==> config.mk <==
export PLATFORM = sky130hd
export DESIGN_NAME = pixel_cluster_eta_bin_unit
export DESIGN_NICKNAME = d
export VERILOG_FILES = /design/src/sv/pceb_pkg.sv /design/src/sv/pixel_cluster_eta_bin_unit.sv /design/src/sv/pceb_front.sv /design/src/sv/pceb_queue.sv /design/src/sv/pceb_back.sv
export SDC_FILE = /design/constraint.sdc
export NUM_CORES = 1
export LEC_CHECK = 0
export BUFFER_PORTS_ARGS = -buffer_cell sky130_fd_sc_hd__buf_2
export CORE_ASPECT_RATIO = 0.9
export CORE_MARGIN = 2
export CORE_UTILIZATION = 50
export CTS_CLUSTER_SIZE = 40
export DETAILED_ROUTE_END_ITERATION = 16
export GPL_TIMING_DRIVEN = 0
export MAX_ROUTING_LAYER = met4
export PLACE_DENSITY = 0.66
export SYNTH_ARGS = -nofsm -noshare
export SYNTH_HDL_FRONTEND = slang
export SYNTH_SLANG_ARGS = --single-unit
==> constraint.sdc <==
create_clock -name clk_i -period 13.28 [get_ports clk_i]
set_clock_uncertainty 0.05 [all_clocks]
set_input_delay 0.664 -clock clk_i [delete_from_list [all_inputs] [get_ports clk_i]]
set_output_delay 0.664 -clock clk_i [all_outputs]
set_load 0.005 [all_outputs]
==> src/sv/pceb_pkg.sv <==
// Package of the pixel cluster eta bin unit: word types, constants and state codes.
// Used by every module of the block; depends on nothing.
package pceb_pkg;

  localparam int unsigned MAX_DIGITS_DEF = 64;
  localparam int unsigned MAX_EDGES_DEF  = 6;
  localparam int unsigned QUEUE_DEPTH    = 2;
  localparam int unsigned DIV_STEPS      = 17;

  localparam int unsigned CFG_IDX_W  = 3;
  localparam int unsigned CFG_DATA_W = 17;
  localparam int unsigned CHARGE_W   = 16;
  localparam int unsigned ETA_W      = 17;
  localparam int unsigned INDEX_W    = 6;
  localparam int unsigned BIN_W      = 3;

  localparam logic [CFG_IDX_W-1:0] CFG_EDGE_COUNT = 3'd0;
  localparam logic [CFG_IDX_W-1:0] CFG_BIN_EDGE_0 = 3'd1;

  localparam logic [ETA_W-1:0] ETA_HALF = 17'd32768;

  typedef struct packed {
    logic [9:0]  cell_row;
    logic [9:0]  cluster_row_start;
    logic [6:0]  cluster_height;
    logic        angle_u_negative;
    logic        angle_v_negative;
    logic [15:0] digit_charge;
    logic        last_digit;
  } in_word_t;

  typedef struct packed {
    logic [16:0] eta_fraction;
    logic [2:0]  eta_bin;
    logic [5:0]  head_index;
    logic [5:0]  tail_index;
    logic        zero_charge_sum;
  } out_word_t;

  typedef struct packed {
    logic [CHARGE_W-1:0] head_charge;
    logic [CHARGE_W-1:0] tail_charge;
    logic [INDEX_W-1:0]  head_index;
    logic [INDEX_W-1:0]  tail_index;
    logic                same_digit;
  } job_t;

  typedef enum logic [1:0] {
    BK_IDLE,
    BK_DIV,
    BK_DONE
  } back_state_e;

endpackage

==> src/sv/pixel_cluster_eta_bin_unit.sv <==
// Usage: digits of one cluster enter on the in channel (in_valid_i / in_ready_o,
// payload in_word_i), v-sorted, with last_digit set on the final digit of the cluster.
// One result word per cluster leaves on the out channel (out_valid_o / out_ready_i).
// The front takes one digit per cycle and keeps up a full digit rate as long as
// its two-entry job queue has room; in_ready_o drops only while that queue is full.
// The back handles one cluster at a time: it takes a job from the queue, runs the
// bit-serial divider (skipped when head and tail are the same digit or their
// charges sum to zero), then does the bin search into the output register.
// It takes no new cluster until the last has reached the output register, while
// digits still enter at one per cycle as long as the queue has room.
// A stalled receiver holds the result in the output register while the back
// finishes the next division, and the queue then absorbs two more clusters.
// Reset clears the edge count, the bin edges and all cluster tracking state.
// Registers are written through cfg_we_i, cfg_idx_i and cfg_wdata_i. The user
// must write them only while idle; the block itself does not enforce this.
// Depends on pceb_pkg, pceb_front, pceb_queue and pceb_back.
module pixel_cluster_eta_bin_unit #(
  parameter int unsigned MAX_DIGITS = pceb_pkg::MAX_DIGITS_DEF,
  parameter int unsigned MAX_EDGES  = pceb_pkg::MAX_EDGES_DEF
) (
  input  logic                            clk_i,
  input  logic                            rst_ni,
  input  logic                            cfg_we_i,
  input  logic [pceb_pkg::CFG_IDX_W-1:0]  cfg_idx_i,
  input  logic [pceb_pkg::CFG_DATA_W-1:0] cfg_wdata_i,
  input  logic                            in_valid_i,
  output logic                            in_ready_o,
  input  pceb_pkg::in_word_t              in_word_i,
  output logic                            out_valid_o,
  input  logic                            out_ready_i,
  output pceb_pkg::out_word_t             out_word_o
);

  logic           accept;
  logic           push;
  logic           pop;
  logic           q_empty;
  logic           q_full;
  pceb_pkg::job_t push_job;
  pceb_pkg::job_t pop_job;

  assign in_ready_o = !q_full;
  assign accept     = in_valid_i && !q_full;

  pceb_front #(
    .MAX_DIGITS (MAX_DIGITS)
  ) u_front (
    .clk_i    (clk_i),
    .rst_ni   (rst_ni),
    .accept_i (accept),
    .word_i   (in_word_i),
    .push_o   (push),
    .job_o    (push_job)
  );

  pceb_queue u_queue (
    .clk_i       (clk_i),
    .rst_ni      (rst_ni),
    .push_i      (push),
    .push_word_i (push_job),
    .pop_i       (pop),
    .pop_word_o  (pop_job),
    .empty_o     (q_empty),
    .full_o      (q_full)
  );

  pceb_back #(
    .MAX_EDGES (MAX_EDGES)
  ) u_back (
    .clk_i       (clk_i),
    .rst_ni      (rst_ni),
    .cfg_we_i    (cfg_we_i),
    .cfg_idx_i   (cfg_idx_i),
    .cfg_wdata_i (cfg_wdata_i),
    .q_empty_i   (q_empty),
    .job_i       (pop_job),
    .pop_o       (pop),
    .out_valid_o (out_valid_o),
    .out_ready_i (out_ready_i),
    .out_word_o  (out_word_o)
  );

endmodule

==> src/sv/pceb_front.sv <==
// Front part of the pixel cluster eta bin unit: tracks the four candidate digits
// of a cluster and emits one head/tail job per cluster. Depends on pceb_pkg.
module pceb_front #(
  parameter int unsigned MAX_DIGITS = pceb_pkg::MAX_DIGITS_DEF
) (
  input  logic              clk_i,
  input  logic              rst_ni,
  input  logic              accept_i,
  input  pceb_pkg::in_word_t word_i,
  output logic              push_o,
  output pceb_pkg::job_t    job_o
);

  localparam int unsigned PW = $clog2(MAX_DIGITS);

  logic [PW-1:0]               count_q, count_d;
  logic [pceb_pkg::CHARGE_W-1:0] first_q, first_d;
  logic [pceb_pkg::CHARGE_W-1:0] prev_q, prev_d;
  logic [PW-1:0]               cpos_q [4];
  logic [PW-1:0]               cpos_d [4];
  logic [pceb_pkg::CHARGE_W-1:0] cchg_q [4];
  logic [pceb_pkg::CHARGE_W-1:0] cchg_d [4];
  logic [3:0]                  cset_q, cset_d;

  logic [PW-1:0]               fpos [4];
  logic [pceb_pkg::CHARGE_W-1:0] fchg [4];
  logic signed [11:0]          off;
  logic signed [11:0]          tgt_hi;
  logic signed [11:0]          tgt;
  logic [PW-1:0]               n_prev;
  logic [1:0]                  tail_sel;
  logic [1:0]                  head_sel;
  logic [PW+5:0]               head_ext;
  logic [PW+5:0]               tail_ext;

  always_comb begin
    off    = $signed({2'b00, word_i.cell_row}) - $signed({2'b00, word_i.cluster_row_start});
    tgt_hi = $signed({5'b00000, word_i.cluster_height}) - 12'sd1;
    n_prev = (count_q == '0) ? '0 : count_q - PW'(1);
    first_d = (count_q == '0) ? word_i.digit_charge : first_q;
    prev_d  = word_i.digit_charge;
    count_d = (count_q != PW'(MAX_DIGITS - 1)) ? count_q + PW'(1) : count_q;
    for (int k = 0; k < 4; k++) begin
      tgt       = (k < 2) ? 12'sd0 : tgt_hi;
      cpos_d[k] = cpos_q[k];
      cchg_d[k] = cchg_q[k];
      cset_d[k] = cset_q[k];
      if (!cset_q[k]) begin
        if ((k % 2) == 0) begin
          if (off == tgt) begin
            cset_d[k] = 1'b1;
            cpos_d[k] = count_q;
            cchg_d[k] = word_i.digit_charge;
          end
        end else if (tgt < off) begin
          cset_d[k] = 1'b1;
          cpos_d[k] = n_prev;
          cchg_d[k] = (count_q == '0) ? word_i.digit_charge : prev_q;
        end
      end
      if (cset_d[k]) begin
        fpos[k] = cpos_d[k];
        fchg[k] = cchg_d[k];
      end else if ((k % 2) == 0) begin
        fpos[k] = '0;
        fchg[k] = first_d;
      end else begin
        fpos[k] = count_q;
        fchg[k] = word_i.digit_charge;
      end
    end
  end

  // The tail candidate code is the two angle signs; the head is its complement.
  always_comb begin
    tail_sel = {word_i.angle_v_negative, word_i.angle_u_negative};
    head_sel = ~tail_sel;
    head_ext = {6'd0, fpos[head_sel]};
    tail_ext = {6'd0, fpos[tail_sel]};
    job_o.head_charge = fchg[head_sel];
    job_o.tail_charge = fchg[tail_sel];
    job_o.head_index  = head_ext[5:0];
    job_o.tail_index  = tail_ext[5:0];
    job_o.same_digit  = (fpos[head_sel] == fpos[tail_sel]);
    push_o = accept_i && word_i.last_digit;
  end

  always_ff @(posedge clk_i or negedge rst_ni) begin
    if (!rst_ni) begin
      count_q <= '0;
      first_q <= '0;
      prev_q  <= '0;
      cset_q  <= '0;
      for (int k = 0; k < 4; k++) begin
        cpos_q[k] <= '0;
        cchg_q[k] <= '0;
      end
    end else if (accept_i) begin
      if (word_i.last_digit) begin
        count_q <= '0;
        first_q <= '0;
        prev_q  <= '0;
        cset_q  <= '0;
        for (int k = 0; k < 4; k++) begin
          cpos_q[k] <= '0;
          cchg_q[k] <= '0;
        end
      end else begin
        count_q <= count_d;
        first_q <= first_d;
        prev_q  <= prev_d;
        cset_q  <= cset_d;
        for (int k = 0; k < 4; k++) begin
          cpos_q[k] <= cpos_d[k];
          cchg_q[k] <= cchg_d[k];
        end
      end
    end
  end

endmodule

==> src/sv/pceb_queue.sv <==
// Short job queue between the front and back parts of the eta bin unit.
// Depends on pceb_pkg for the job word and the queue depth.
module pceb_queue (
  input  logic           clk_i,
  input  logic           rst_ni,
  input  logic           push_i,
  input  pceb_pkg::job_t push_word_i,
  input  logic           pop_i,
  output pceb_pkg::job_t pop_word_o,
  output logic           empty_o,
  output logic           full_o
);

  localparam int unsigned DEPTH = pceb_pkg::QUEUE_DEPTH;
  localparam int unsigned AW    = (DEPTH > 1) ? $clog2(DEPTH) : 1;
  localparam int unsigned CW    = $clog2(DEPTH + 1);

  pceb_pkg::job_t slot_q [DEPTH];
  logic [AW-1:0]  wptr_q, wptr_d;
  logic [AW-1:0]  rptr_q, rptr_d;
  logic [CW-1:0]  fill_q, fill_d;
  logic           do_push;
  logic           do_pop;

  always_comb begin
    empty_o    = (fill_q == '0);
    full_o     = (fill_q == CW'(DEPTH));
    do_push    = push_i && !full_o;
    do_pop     = pop_i && !empty_o;
    pop_word_o = slot_q[rptr_q];
    wptr_d = wptr_q;
    rptr_d = rptr_q;
    if (do_push) begin
      wptr_d = (wptr_q == AW'(DEPTH - 1)) ? '0 : wptr_q + AW'(1);
    end
    if (do_pop) begin
      rptr_d = (rptr_q == AW'(DEPTH - 1)) ? '0 : rptr_q + AW'(1);
    end
    fill_d = fill_q + CW'(do_push) - CW'(do_pop);
  end

  always_ff @(posedge clk_i or negedge rst_ni) begin
    if (!rst_ni) begin
      wptr_q <= '0;
      rptr_q <= '0;
      fill_q <= '0;
    end else begin
      wptr_q <= wptr_d;
      rptr_q <= rptr_d;
      fill_q <= fill_d;
    end
  end

  always_ff @(posedge clk_i) begin
    if (do_push) begin
      slot_q[wptr_q] <= push_word_i;
    end
  end

endmodule

==> src/sv/pceb_back.sv <==
// Back part of the eta bin unit: bit-serial eta division, bin search over the
// configured edges and the output register. Depends on pceb_pkg.
module pceb_back #(
  parameter int unsigned MAX_EDGES = pceb_pkg::MAX_EDGES_DEF
) (
  input  logic                               clk_i,
  input  logic                               rst_ni,
  input  logic                               cfg_we_i,
  input  logic [pceb_pkg::CFG_IDX_W-1:0]     cfg_idx_i,
  input  logic [pceb_pkg::CFG_DATA_W-1:0]    cfg_wdata_i,
  input  logic                               q_empty_i,
  input  pceb_pkg::job_t                     job_i,
  output logic                               pop_o,
  output logic                               out_valid_o,
  input  logic                               out_ready_i,
  output pceb_pkg::out_word_t                out_word_o
);

  localparam int unsigned SW = $clog2(pceb_pkg::DIV_STEPS);

  pceb_pkg::back_state_e state_q, state_d;

  logic [2:0]                     edge_count_q;
  logic [pceb_pkg::ETA_W-1:0]     edge_q [MAX_EDGES];

  logic [17:0]                    rem_q;
  logic [17:0]                    den_q;
  logic [pceb_pkg::ETA_W-1:0]     div_q;
  logic [SW-1:0]                  step_q;
  logic                           flag_q;
  logic [pceb_pkg::INDEX_W-1:0]   head_q;
  logic [pceb_pkg::INDEX_W-1:0]   tail_q;

  logic                           out_valid_q;
  pceb_pkg::out_word_t            out_q;

  logic [16:0]                    sum;
  logic [18:0]                    trial;
  logic                           ge;
  logic [17:0]                    rem_d;
  logic [pceb_pkg::ETA_W-1:0]     div_d;
  logic                           last_step;
  logic                           load_out;
  logic [2:0]                     used;
  logic [pceb_pkg::BIN_W-1:0]     bin;

  always_comb begin
    sum       = {1'b0, job_i.head_charge} + {1'b0, job_i.tail_charge};
    trial     = {rem_q, div_q[pceb_pkg::ETA_W-1]};
    ge        = (trial >= {1'b0, den_q});
    rem_d     = ge ? 18'(trial - {1'b0, den_q}) : trial[17:0];
    div_d     = {div_q[pceb_pkg::ETA_W-2:0], ge};
    last_step = (step_q == SW'(pceb_pkg::DIV_STEPS - 1));
  end

  always_comb begin
    used = (edge_count_q > 3'(MAX_EDGES)) ? 3'(MAX_EDGES) : edge_count_q;
    bin  = '0;
    for (int i = 0; i < MAX_EDGES; i++) begin
      if ((3'(i) < used) && (div_q >= edge_q[i])) begin
        bin = 3'(i);
      end
    end
  end

  always_comb begin
    state_d = state_q;
    case (state_q)
      pceb_pkg::BK_IDLE: begin
        if (!q_empty_i) begin
          if (job_i.same_digit || (sum == '0)) begin
            state_d = pceb_pkg::BK_DONE;
          end else begin
            state_d = pceb_pkg::BK_DIV;
          end
        end
      end
      pceb_pkg::BK_DIV: begin
        if (last_step) begin
          state_d = pceb_pkg::BK_DONE;
        end
      end
      pceb_pkg::BK_DONE: begin
        if (!out_valid_q || out_ready_i) begin
          state_d = pceb_pkg::BK_IDLE;
        end
      end
      default: state_d = pceb_pkg::BK_IDLE;
    endcase
  end

  always_comb begin
    pop_o    = 1'b0;
    load_out = 1'b0;
    case (state_q)
      pceb_pkg::BK_IDLE: pop_o    = !q_empty_i;
      pceb_pkg::BK_DONE: load_out = !out_valid_q || out_ready_i;
      default: begin
        pop_o    = 1'b0;
        load_out = 1'b0;
      end
    endcase
  end

  always_ff @(posedge clk_i or negedge rst_ni) begin
    if (!rst_ni) begin
      state_q      <= pceb_pkg::BK_IDLE;
      out_valid_q  <= 1'b0;
      edge_count_q <= '0;
      for (int e = 0; e < MAX_EDGES; e++) begin
        edge_q[e] <= '0;
      end
    end else begin
      state_q <= state_d;
      if (load_out) begin
        out_valid_q <= 1'b1;
      end else if (out_ready_i) begin
        out_valid_q <= 1'b0;
      end
      if (cfg_we_i && (cfg_idx_i == pceb_pkg::CFG_EDGE_COUNT)) begin
        edge_count_q <= cfg_wdata_i[2:0];
      end
      for (int e = 0; e < MAX_EDGES; e++) begin
        if (cfg_we_i && (cfg_idx_i == pceb_pkg::CFG_BIN_EDGE_0 + 3'(e))) begin
          edge_q[e] <= cfg_wdata_i;
        end
      end
    end
  end

  // The numerator is tail * 2^17 + sum: its upper part starts the remainder and
  // the sum shifts in below it, so seventeen steps give the quotient.
  always_ff @(posedge clk_i) begin
    if (pop_o) begin
      head_q <= job_i.head_index;
      tail_q <= job_i.tail_index;
      rem_q  <= {2'b00, job_i.tail_charge};
      den_q  <= {sum, 1'b0};
      step_q <= '0;
      if (job_i.same_digit) begin
        div_q  <= pceb_pkg::ETA_HALF;
        flag_q <= 1'b0;
      end else if (sum == '0) begin
        div_q  <= pceb_pkg::ETA_HALF;
        flag_q <= 1'b1;
      end else begin
        div_q  <= sum;
        flag_q <= 1'b0;
      end
    end else if (state_q == pceb_pkg::BK_DIV) begin
      rem_q  <= rem_d;
      div_q  <= div_d;
      step_q <= step_q + SW'(1);
    end
    if (load_out) begin
      out_q.eta_fraction    <= div_q;
      out_q.eta_bin         <= bin;
      out_q.head_index      <= head_q;
      out_q.tail_index      <= tail_q;
      out_q.zero_charge_sum <= flag_q;
    end
  end

  assign out_valid_o = out_valid_q;
  assign out_word_o  = out_q;

endmodule

* Word level (Yosys, flattened, before mapping)
Memory sizes are Yosys's and may differ from the RTL's.
Cells that the tools add are included.
** Cells by class
- Reductions and logical operators :: 32
- Equality and inequality tests :: 15
- Add/subtract/negate cells :: 11
- Bitwise operators :: 3
- Mux-type cells :: 80
- Shift operators :: 0
- $mul :: 0
- $lt $le $gt $ge :: 16
- Divide/modulo/power cells :: 0
** Operators with widths (count)
- 2-to-1 mux 16 bit :: 22
- 2-to-1 mux 6 bit :: 19
- greater-or-equal comparator 17 bit :: 5
- 2-to-1 mux 17 bit :: 4
- binary-select mux 16 bit (select 2 bit) :: 2
- 2-to-1 mux 64 bit :: 1
- binary-select mux 6 bit (select 2 bit) :: 2
- 2-to-1 mux 24 bit :: 1
- greater-or-equal comparator 19 x 18 -> 1 bit :: 1
- 2-to-1 mux 1 bit :: 19
- 2-to-1 mux 18 bit :: 1
- subtractor 18 bit :: 1
- adder 16 x 16 -> 17 bit :: 1
- zero test 17 bit :: 1
- logical AND 1 bit :: 15
- == test 12 bit :: 1
- zero test 12 bit :: 1
- < comparator 1 x 12 -> 1 bit, first input constant :: 1
- < comparator 12 bit :: 1
- 2-to-1 mux 2 bit :: 6
- subtractor 10 x 10 -> 11 bit :: 1
- == test 3 bit, second input constant :: 3
- subtractor 7 x 1 -> 8 bit, second input constant :: 1
- adder 6 x 1 -> 6 bit, second input constant :: 1
- other kinds (32) :: 46
** Storage, ports and cells
- Memories kept :: 1
- RAM bits :: 90
- Input bits :: 71
- Output and inout bits :: 35
- Logic and storage cells :: 195
- Latch bits :: 0
- Memory bits (read-only) :: 0
- Bits in registers :: 328
** Memories
- u_queue.slot_q :: depth 2, bits a word 45, read ports 1, clocked after memory_dff 0, wr ports 1, RTL line pceb_queue.sv:18 : pceb_pkg::job_t slot_q [DEPTH];

* Longest topological paths before layout
Gate-level depths: netlist (run 1).
- Word-level depth :: 9
- Gate-level depth with buffers :: 20
- Mapped depth without buffers :: 19

* Hierarchy
From an unflattened synthesis (run 1), not the netlist that was laid out.
** Unflattened totals
- Cell total of the unflattened synthesis :: 2202
- Area total of the unflattened synthesis :: 24461.0 um2
** Modules (own cells, without submodules)
- pceb_back :: area an instance 10802.9 um2, times used 1, seq. area each 5300.1 um2, cells an instance 969
- pceb_front :: area an instance 10003.3 um2, times used 1, seq. area each 3253.1 um2, cells an instance 1073
- pceb_queue :: area an instance 3644.7 um2, times used 1, seq. area each 2802.7 um2, cells an instance 158
- pixel_cluster_eta_bin_unit :: area an instance 10.0 um2, times used 1, seq. area each 0.0 um2, cells an instance 2

* Least setup slack after synthesis (run 1)
No wires, ideal clock.
- Path kind :: input-to-reg
- Start point :: input port in_word_i[36] in the netlist's numbering
- End point :: memory u_queue.slot_q[0][41] in the netlist's numbering, data pin
- Setup time :: 275 ps
- Buffers on the path :: 1
- Cell stages on the path :: 17
- Setup slack :: 8320 ps
- Arrival :: 4634 ps
- Required time :: 12955 ps
- Cells stage by stage :: inv_1 -> ha_1 -> inv_1 -> fa_1 -> a211oi_2 -> o21ai_0 -> a221o_1 -> a21oi_1 -> inv_1 -> ha_1 -> nand4_1 -> nor3_1 -> nor2_1 -> clkbuf_1 -> mux2i_1 -> o21ai_0 -> mux4_2
** RTL lines
- from (decl) :: RTL line pixel_cluster_eta_bin_unit.sv:28 : input pceb_pkg::in_word_t in_word_i,
- to (decl) :: RTL line pceb_queue.sv:18

==> run_results.csv, run 1 <==
group,metric,value,unit
status,outcome,"finished, final reports clean",
timing,rsz0062_at_grt,"no",
cts,cts-root-buf,"clkbuf_16",
finish,drive_gt1_frac,0.135,
worst_setup_path,cp_slowest_cell,"nor3_1",
worst_hold_path,hold_end,"u_back.edge_q[76]$_DFFE_PN0P_",
power,power_density,246,nW/um2
placed_design,dpl_cell_area,25700,um2
cts,cts_tree,"done",
worst_hold_path,whs_path_depth,3,
die,die_height,213,um
cts,numCtsBuffers,46,
cts,cts_setup_buffers,0,
worst_setup_path,worstPathArrival,6.48,ns
cts,cts_sinks,418,
placed_design,finalWeightedCongestion,0.906,
timing,hold_viol,0,
power,cellInternalPower,0.00391,W
worst_setup_path,crit_path_start_kind,"input pin",
placed_design,io_buffers,85,
routing,wire_per_inst,20.5,um
die,die_x,236,um
routing,vias,18500,
cts,clkTransAtPathRegs,0.07,ns
synthesis,synth_largest_area_cell,"dfrtp_1",
worst_setup_path,critPathMaxFanout,10,
worst_hold_path,min-delay-start,"cfg_wdata_i[8]",
synthesis,netlist_instances,2346,
cts,clockBufferDepth,3,
finish,nets,2708,
global_routing,grt_overflow_total,0,
die,coreArea,47800,um2
synthesis,synth_top_cell_area_share,0.232,
die,core.rowCount,76,
power,cellLeakagePower,11.4,nW
finish,instances_no_fill,3148,
power,seq_power_share,0.327,
routing,dr.pass1.iters,5,
power,p_total,0.00667,W
synthesis,ys_warn_count,0,
power,peakVddDrop,154,uV
finish,syn_to_final_growth,11.9,%
placed_design,dp.final_hpwl,48400,um
power,p_sw_frac,0.414,
timing,worst_pin_slew,1.15,ns
routing,ant_nets,0,
timing,setup_viol,0,
cts,postCtsHoldBufs,1,
finish,layout_commonest_cell,"nand2_1",
die,start_util,0.507,
routing,wirelength,64500,um
worst_hold_path,hold_path_class,"in -> reg",
synthesis,synth_edf_count,186,
synthesis,seq_area_frac_synth,0.468,
global_routing,grt_pass1_wl,102000,um
worst_setup_path,slowest_delay,0.92,ns
timing,finalWorstSetupSlack,7.06,ns
synthesis,syn_area_per_cell,10.3,um2
power,p_clk_frac,0.190,
cts,h-tree-depth,2,
worst_setup_path,reg2reg_setup_slack,7.34,ns
worst_setup_path,crit_top_cell,"inv_1",
finish,final_cell_mix,"nand2_1, o21ai_0, dfrtp_1",
routing,drcViolationCount,0,
die,die_area,50300,um2
timing,relSlewSlack,0.229,
power,combPwrFrac,0.484,
synthesis,synth.ff_latch_count,418,
global_routing,grt_pass1_vias,18000,
timing,slew_violations,0,
timing,period_share,0.468,
worst_setup_path,crit_path_end_kind,"flop",
worst_setup_path,rr_worst_depth,16,
run,drv_cap,0,
synthesis,yosys.cell_types.count,77,
timing,period_needed,6.22,ns
global_routing,grt_max_degree,95,
routing,drt_iter0_markers,1639,
worst_setup_path,rr_startpoint,"u_queue.rptr_q$_DFFE_PN0P_",
die,num_io_pins,106,
worst_setup_path,crit_buf_inv,5,
placed_design,dp_slack,6.65,ns
synthesis,ys.flop_type,"dfrtp_1",
synthesis,syn-num-nets,2567,
timing,fin_tns_setup,0,ns
global_routing,antenna_found_initial,0,
finish,antenna_cells,0,
routing,via_per_inst,5.88,
cts,clk_latency,0.57,ns
worst_setup_path,crit_required,13.54,ns
worst_setup_path,crit_family,"compound AO/OA/AOI/OAI gates",
timing,clock.fmax,161,MHz
worst_setup_path,r2r-end,"u_back.div_q[15]$_DFFE_PP_",
finish,final_area,27100,um2
cts,ctsResizeCount,0,
synthesis,synth.top_cells.by_area,"dfrtp_1, edfxtp_1, ha_1",
worst_setup_path,path_cells,"buf_2, inv_1, ha_1, inv_1, fa_1, a211oi_2, o21ai_0, a221o_1, a21oi_1, inv_1, ha_1, nand4_1, nor3_1, nor2_1, clkbuf_1, mux2i_1, o21ai_0, mux4_2",
global_routing,grt_usage,0.266,
placed_design,dp_cells,3062,
power,power.switching,0.00276,W
synthesis,ys_async_sr_fraction,0.538,
synthesis,syn_area,24200,um2
worst_setup_path,path_class,"in -> reg",
==> worst max path at each step <==
stage	slack, ns	depth (start not counted)	start	end
after detailed placement	6.65	18	in_word_i[36]	u_queue.slot_q[0][38]$_DFFE_PP_
final	7.06	18	in_word_i[36]	u_queue.slot_q[1][38]$_DFFE_PP_
after CTS	7.23	18	in_word_i[36]	u_queue.slot_q[0][38]$_DFFE_PP_
after floorplan	8.32	17	in_word_i[36]	u_queue.slot_q[0][41]$_DFFE_PP_
after global placement	6.72	18	in_word_i[36]	u_queue.slot_q[0][43]$_DFFE_PP_
after global routing	6.71	18	in_word_i[36]	u_queue.slot_q[1][25]$_DFFE_PP_
==> area by class of cell <==
| class | instances | area (um2) |
|---|---|---|
| fill | 4108 | 20700 |
| multi-input combinational | 1638 | 11800 |
| sequential | 418 | 11400 |
| clock buffer | 58 | 1250 |
| tap | 624 | 781 |
| timing repair buffer | 93 | 616 |
| inverter | 155 | 582 |
| buffer | 135 | 526 |
| clock inverter | 27 | 216 |
==> cell usage after synthesis (all sizes together), types with 12 or more instances <==
library cell  number
a211oi            15
a21o              22
a21oi             86
a22oi             82
and2              12
buf               14
clkbuf           121
dfrtp            225
edfxtp           186
ha               147
inv              154
mux2             103
mux2i             85
mux4              44
nand2            354
nand2b            14
nand3             16
nand3b            17
nand4             17
nor2              80
nor2b             41
nor3              17
o21a              29
o21ai            265
xnor2             34
xor2              23
==> state kept, by name, indices dropped and copies added, names as in the netlist, 5 cells and up <==
register,cells
u_queue.slot_q,90
u_back.edge_q,85
u_front.cchg_q,64
u_back.out_word_o,33
u_front.cpos_q,24
u_back.rem_q,18
u_back.den_q,17
u_back.div_q,17
u_front.first_q,16
u_front.prev_q,16
u_back.head_q,6
u_back.tail_q,6
u_front.count_q,6
u_back.step_q,5
==> stage by stage <==
step,utilization,hold slack (ns)
final,0.567,0.312
after floorplan,-,0.318
after detailed placement,0.536,0.355
after global routing,0.567,0.306
after global placement,0.532,0.354
after CTS,0.567,0.288
==> cells by family after synthesis <==
kind of cell | after synthesis | share of synthesized area
XOR/XNOR | 57 | 0.0206
AO/OA/AOI/OAI | 583 | 0.148
flip-flops | 418 | 0.468
AND/OR/NAND/NOR | 616 | 0.116
adder cells (fa/ha/maj) | 150 | 0.0783
buffers and inverters | 290 | 0.0456
multiplexers | 232 | 0.124
==> power by group through the flow <==
stage	clock network (W)	logic, W	registers [W]
after floorplan	0	0.00229	0.00210
after global placement	0	0.00302	0.00219
after detailed placement	0	0.00317	0.00220
after CTS	0.00128	0.00319	0.00218
after global routing	0.00134	0.00356	0.00222
final	0.00127	0.00323	0.00218
==> worst register-to-register path, cell delays in order (launching register included) <==
cell and delay [ns]:
dfrtp_1 0.32, clkbuf_1 0.45, clkbuf_1 0.53, buf_1 0.62
mux2_2 0.42, ha_1 0.26, clkbuf_1 0.19, a21o_1 0.22
a21o_1 0.17, a21oi_1 0.20, a21oi_1 0.09, a311o_1 0.30
a2111oi_0 0.45, nor3_1 0.13, xor2_1 0.23, nor4_1 0.93
o32a_1 0.25
==> layer usage <==
metal	track usage	wire length, um	share of wire	vias to the layer above
li1	-	-	-	8744
met1	0.381	30400	0.47	9092
met2	0.411	29100	0.45	592
met3	0.0328	3920	0.061	78
met4	0.0591	1130	0.017	0
met5	-	0	0	-
(Power assumes the default switching activity.)
==> run 2, diff against run 1 <==
--- a/config.mk
+++ b/config.mk
@@ -5,6 +5,7 @@
 export SDC_FILE = /design/constraint.sdc
 export NUM_CORES = 1
 export LEC_CHECK = 0
+export ABC_AREA = 1
 export BUFFER_PORTS_ARGS = -buffer_cell sky130_fd_sc_hd__buf_2
 export CORE_ASPECT_RATIO = 0.9
 export CORE_MARGIN = 2
==> constraint.sdc (replaced) <==
create_clock -name clk_i -period 6.25 [get_ports clk_i]
set_clock_uncertainty 0.05 [all_clocks]
set_input_delay 0.3125 -clock clk_i [delete_from_list [all_inputs] [get_ports clk_i]]
set_output_delay 0.3125 -clock clk_i [all_outputs]
set_load 0.005 [all_outputs]
==> run 2 against run 1 <==
Setup slack got worse by 5.2 ns. Die area fell by 0.91%. Non-clock buffer count rose by 9. Design area barely moved. Sequential share of layout area barely moved. Combinational power rose by 98%. Sequential cell count did not move. Clock power rose by 130%. Critical endpoint is now u_back.state_q[0]$_DFFE_PN0P_. Largest cell class is now sequential cells.
==> run_results.csv, run 2 <==
group,metric,value,unit
power,power.switching,0.00600,W
power,peakVddDrop,295,uV
power,combPwrFrac,0.465,
cts,clkTransAtPathRegs,0.06,ns
placed_design,finalWeightedCongestion,0.964,
synthesis,synth.ff_latch_count,418,
cts,cts_tree,"done",
finish,final_area,27100,um2
worst_setup_path,crit_path_start_kind,"flop",
timing,rsz0062_at_grt,"no",
routing,drcViolationCount,0,
routing,drt_iter0_markers,1646,
global_routing,grt_pass1_wl,110000,um
timing,period_needed,4.41,ns
synthesis,seq_area_frac_synth,0.473,
finish,top_register,"u_queue.slot_q",
routing,dr.pass1.iters,8,
routing,wire_per_inst,19.0,um
placed_design,dpl_cell_area,25500,um2
global_routing,grt_usage,0.290,
routing,wirelength,70300,um
global_routing,antenna_found_initial,0,
synthesis,yosys.cell_types.count,60,
worst_setup_path,path_class,"reg -> reg",
global_routing,grt_max_degree,121,
finish,syn_to_final_growth,13.0,%
timing,slew_violations,0,
finish,seqCellArea,11400,um2
finish,largestRegisters,"u_queue.slot_q: 90 flops, u_back.edge_q: 85 flops, u_front.cchg_q: 64 flops",
worst_setup_path,worstPathArrival,4.82,ns
finish,instances_no_fill,3702,
die,num_io_pins,106,
worst_setup_path,critPathMaxFanout,10,
finish,layout_commonest_cell,"nand2_1",
timing,setup_viol,0,
synthesis,ys.flop_type,"dfrtp_1",
placed_design,io_buffers,104,
synthesis,ys_warn_count,0,
finish,antenna_cells,0,
finish,nFillCells,4293,
global_routing,use_met3,0.0489,
synthesis,synth.top_cells.by_area,"dfrtp_1, edfxtp_1, nand2_1",
synthesis,syn-num-nets,3100,
placed_design,dp_cells,3612,
power,cellLeakagePower,12.5,nW
cts,numCtsBuffers,47,
finish,largest_reg_flops,90,
global_routing,grt_overflow_total,0,
cts,cts-root-buf,"clkbuf_16",
synthesis,synth_edf_count,186,
finish,nets,3260,
synthesis,ys_async_sr_fraction,0.538,
timing,clock.fmax,227,MHz
synthesis,syn_area_per_cell,8.34,um2
global_routing,grt_pass1_vias,19800,
cts,cts_sinks,418,
timing,fin_tns_setup,0,ns
synthesis,yosysMostFrequentCell,"nand2_1",
die,start_util,0.504,
die,core.rowCount,76,
timing,hold_viol,0,
worst_setup_path,reg2reg_setup_slack,1.84,ns
routing,vias,20800,
finish,drive_gt1_frac,0.0906,
finish,final_cell_mix,"nand2_1, inv_1, o21ai_0",
die,die_area,49800,um2
worst_hold_path,hold_path_class,"in -> reg",
synthesis,synth_top_cell_area_share,0.234,
global_routing,grt_use_met1,0.398,
worst_setup_path,crit_path_end_kind,"flop",
synthesis,netlist_instances,2879,
global_routing,grt.busiest_layer,"met2",
placed_design,dp.final_hpwl,52800,um
power,p_sw_frac,0.435,
die,die_height,212,um
cts,clk_latency,0.59,ns
power,seq_power_share,0.321,
cts,h-tree-depth,2,
routing,via_per_inst,5.62,
routing,ant_nets,0,
synthesis,syn_area,24000,um2
worst_setup_path,crit_required,6.66,ns
timing,relSlewSlack,0.301,
status,outcome,"finished, final reports clean",
synthesis,synth_largest_area_cell,"dfrtp_1",
global_routing,grt_util_met2,0.445,
power,p_clk_frac,0.214,
finish,final_util,0.570,
timing,worst_pin_slew,1.04,ns
cts,clockBufferDepth,3,
run,drv_cap,0,
power,cellInternalPower,0.00779,W
die,coreArea,47600,um2
synthesis,synth_commonest_cells,"nand2_1, inv_1, o21ai_0",
timing,period_share,0.706,
finish,multi_input_area,10700,um2
die,die_x,235,um
power,power_density,508,nW/um2
[run 2: power groups by stage]
stage                     Combinational [W]  Clock, W  Sequential (W)
after floorplan                     0.00432         0         0.00430
after global placement              0.00603         0         0.00448
after detailed placement            0.00626         0         0.00447
after CTS                           0.00631   0.00300         0.00442
after global routing                0.00717   0.00311         0.00450
final                               0.00641   0.00295         0.00443
[run 2: cells by family (layout without fill, tap and decap cells)]
family          count (synthesis)  after routing  share of synthesized area
simple gates                 1054           1054                      0.188
xor+xnor                       36             36                     0.0131
fa+ha+maj                     150            150                     0.0791
buf+inv                       515            714                     0.0832
compound gates                706            706                      0.164
flops                         418            418                      0.473
[run 2: area by class of cell]
| cell class | count | area share |
|---|---|---|
| plain buffers | 126 | 0.0199 |
| clock buffers | 66 | 0.0490 |
| clock inverters | 22 | 0.0116 |
| inverters | 389 | 0.0538 |
| multi-input cells | 1946 | 0.394 |
| flip-flops and latches | 418 | 0.418 |
| well taps | 624 | 0.0288 |
| repair buffers | 111 | 0.0245 |
[run 2: per-stage QoR]
step / hold WS [ns] / power [W] / setup slack [ns]
3_3_place_gp: 0.355 / 0.0105 / 0.450
3_5_place_dp: 0.0408 / 0.0107 / 1.48
5_1_grt: 0.0253 / 0.0148 / 1.23
2_1_floorplan: -0.0331 / 0.00862 / 2.55
4_1_cts: 0.00919 / 0.0137 / 1.73
6_report: 0.0241 / 0.0138 / 1.84
[run 2: worst paths after layout]
kind / start / endpoint / cells past startpoint
max: u_queue.rptr_q$_DFFE_PN0P_ / u_back.state_q[0]$_DFFE_PN0P_ / 18
max in group asynchronous: rst_ni / u_front.cchg_q[61]$_DFFE_PN0P_ / 4
max reg2reg: u_queue.rptr_q$_DFFE_PN0P_ / u_back.state_q[0]$_DFFE_PN0P_ / 18
min in group asynchronous: rst_ni / u_back.out_valid_o$_DFFE_PN0P_ / 2
min reg2reg: u_back.tail_q[5]$_DFFE_PP_ / u_back.out_word_o[6]$_DFFE_PP_ / 0
min: cfg_wdata_i[7] / u_back.edge_q[58]$_DFFE_PN0P_ / 3
[run 2: critical path, stage by stage (launching register included)]
cell and delay (ns):
dfrtp_1 0.37, clkbuf_1 0.36, buf_1 0.40, buf_1 0.47
nand2_1 0.10, nand2_1 0.12, ha_1 0.29, a21oi_1 0.18
nand2_1 0.11, a21oi_1 0.30, o21ai_1 0.16, nand3_1 0.09
nand2_1 0.07, xnor2_1 0.33, inv_1 0.14, nor3_1 0.28
nand4_1 0.24, nand3_1 0.15, o21ai_0 0.10
[run 2: layer usage]
metal / vias up / wire length [um]
met5: - / 0
met4: 0 / 1650
met3: 114 / 5030
met2: 725 / 31200
met1: 9949 / 32400
li1: 10000 / -
[run 2: repair_timing]
action | in CTS | in global routing
setup buffers | 0 | 0
endpoints found under the setup margin | 0 | 0
hold buffers | 2 | 0
resized for setup | 0 | 0
endpoints found under the hold margin | 106 | 0
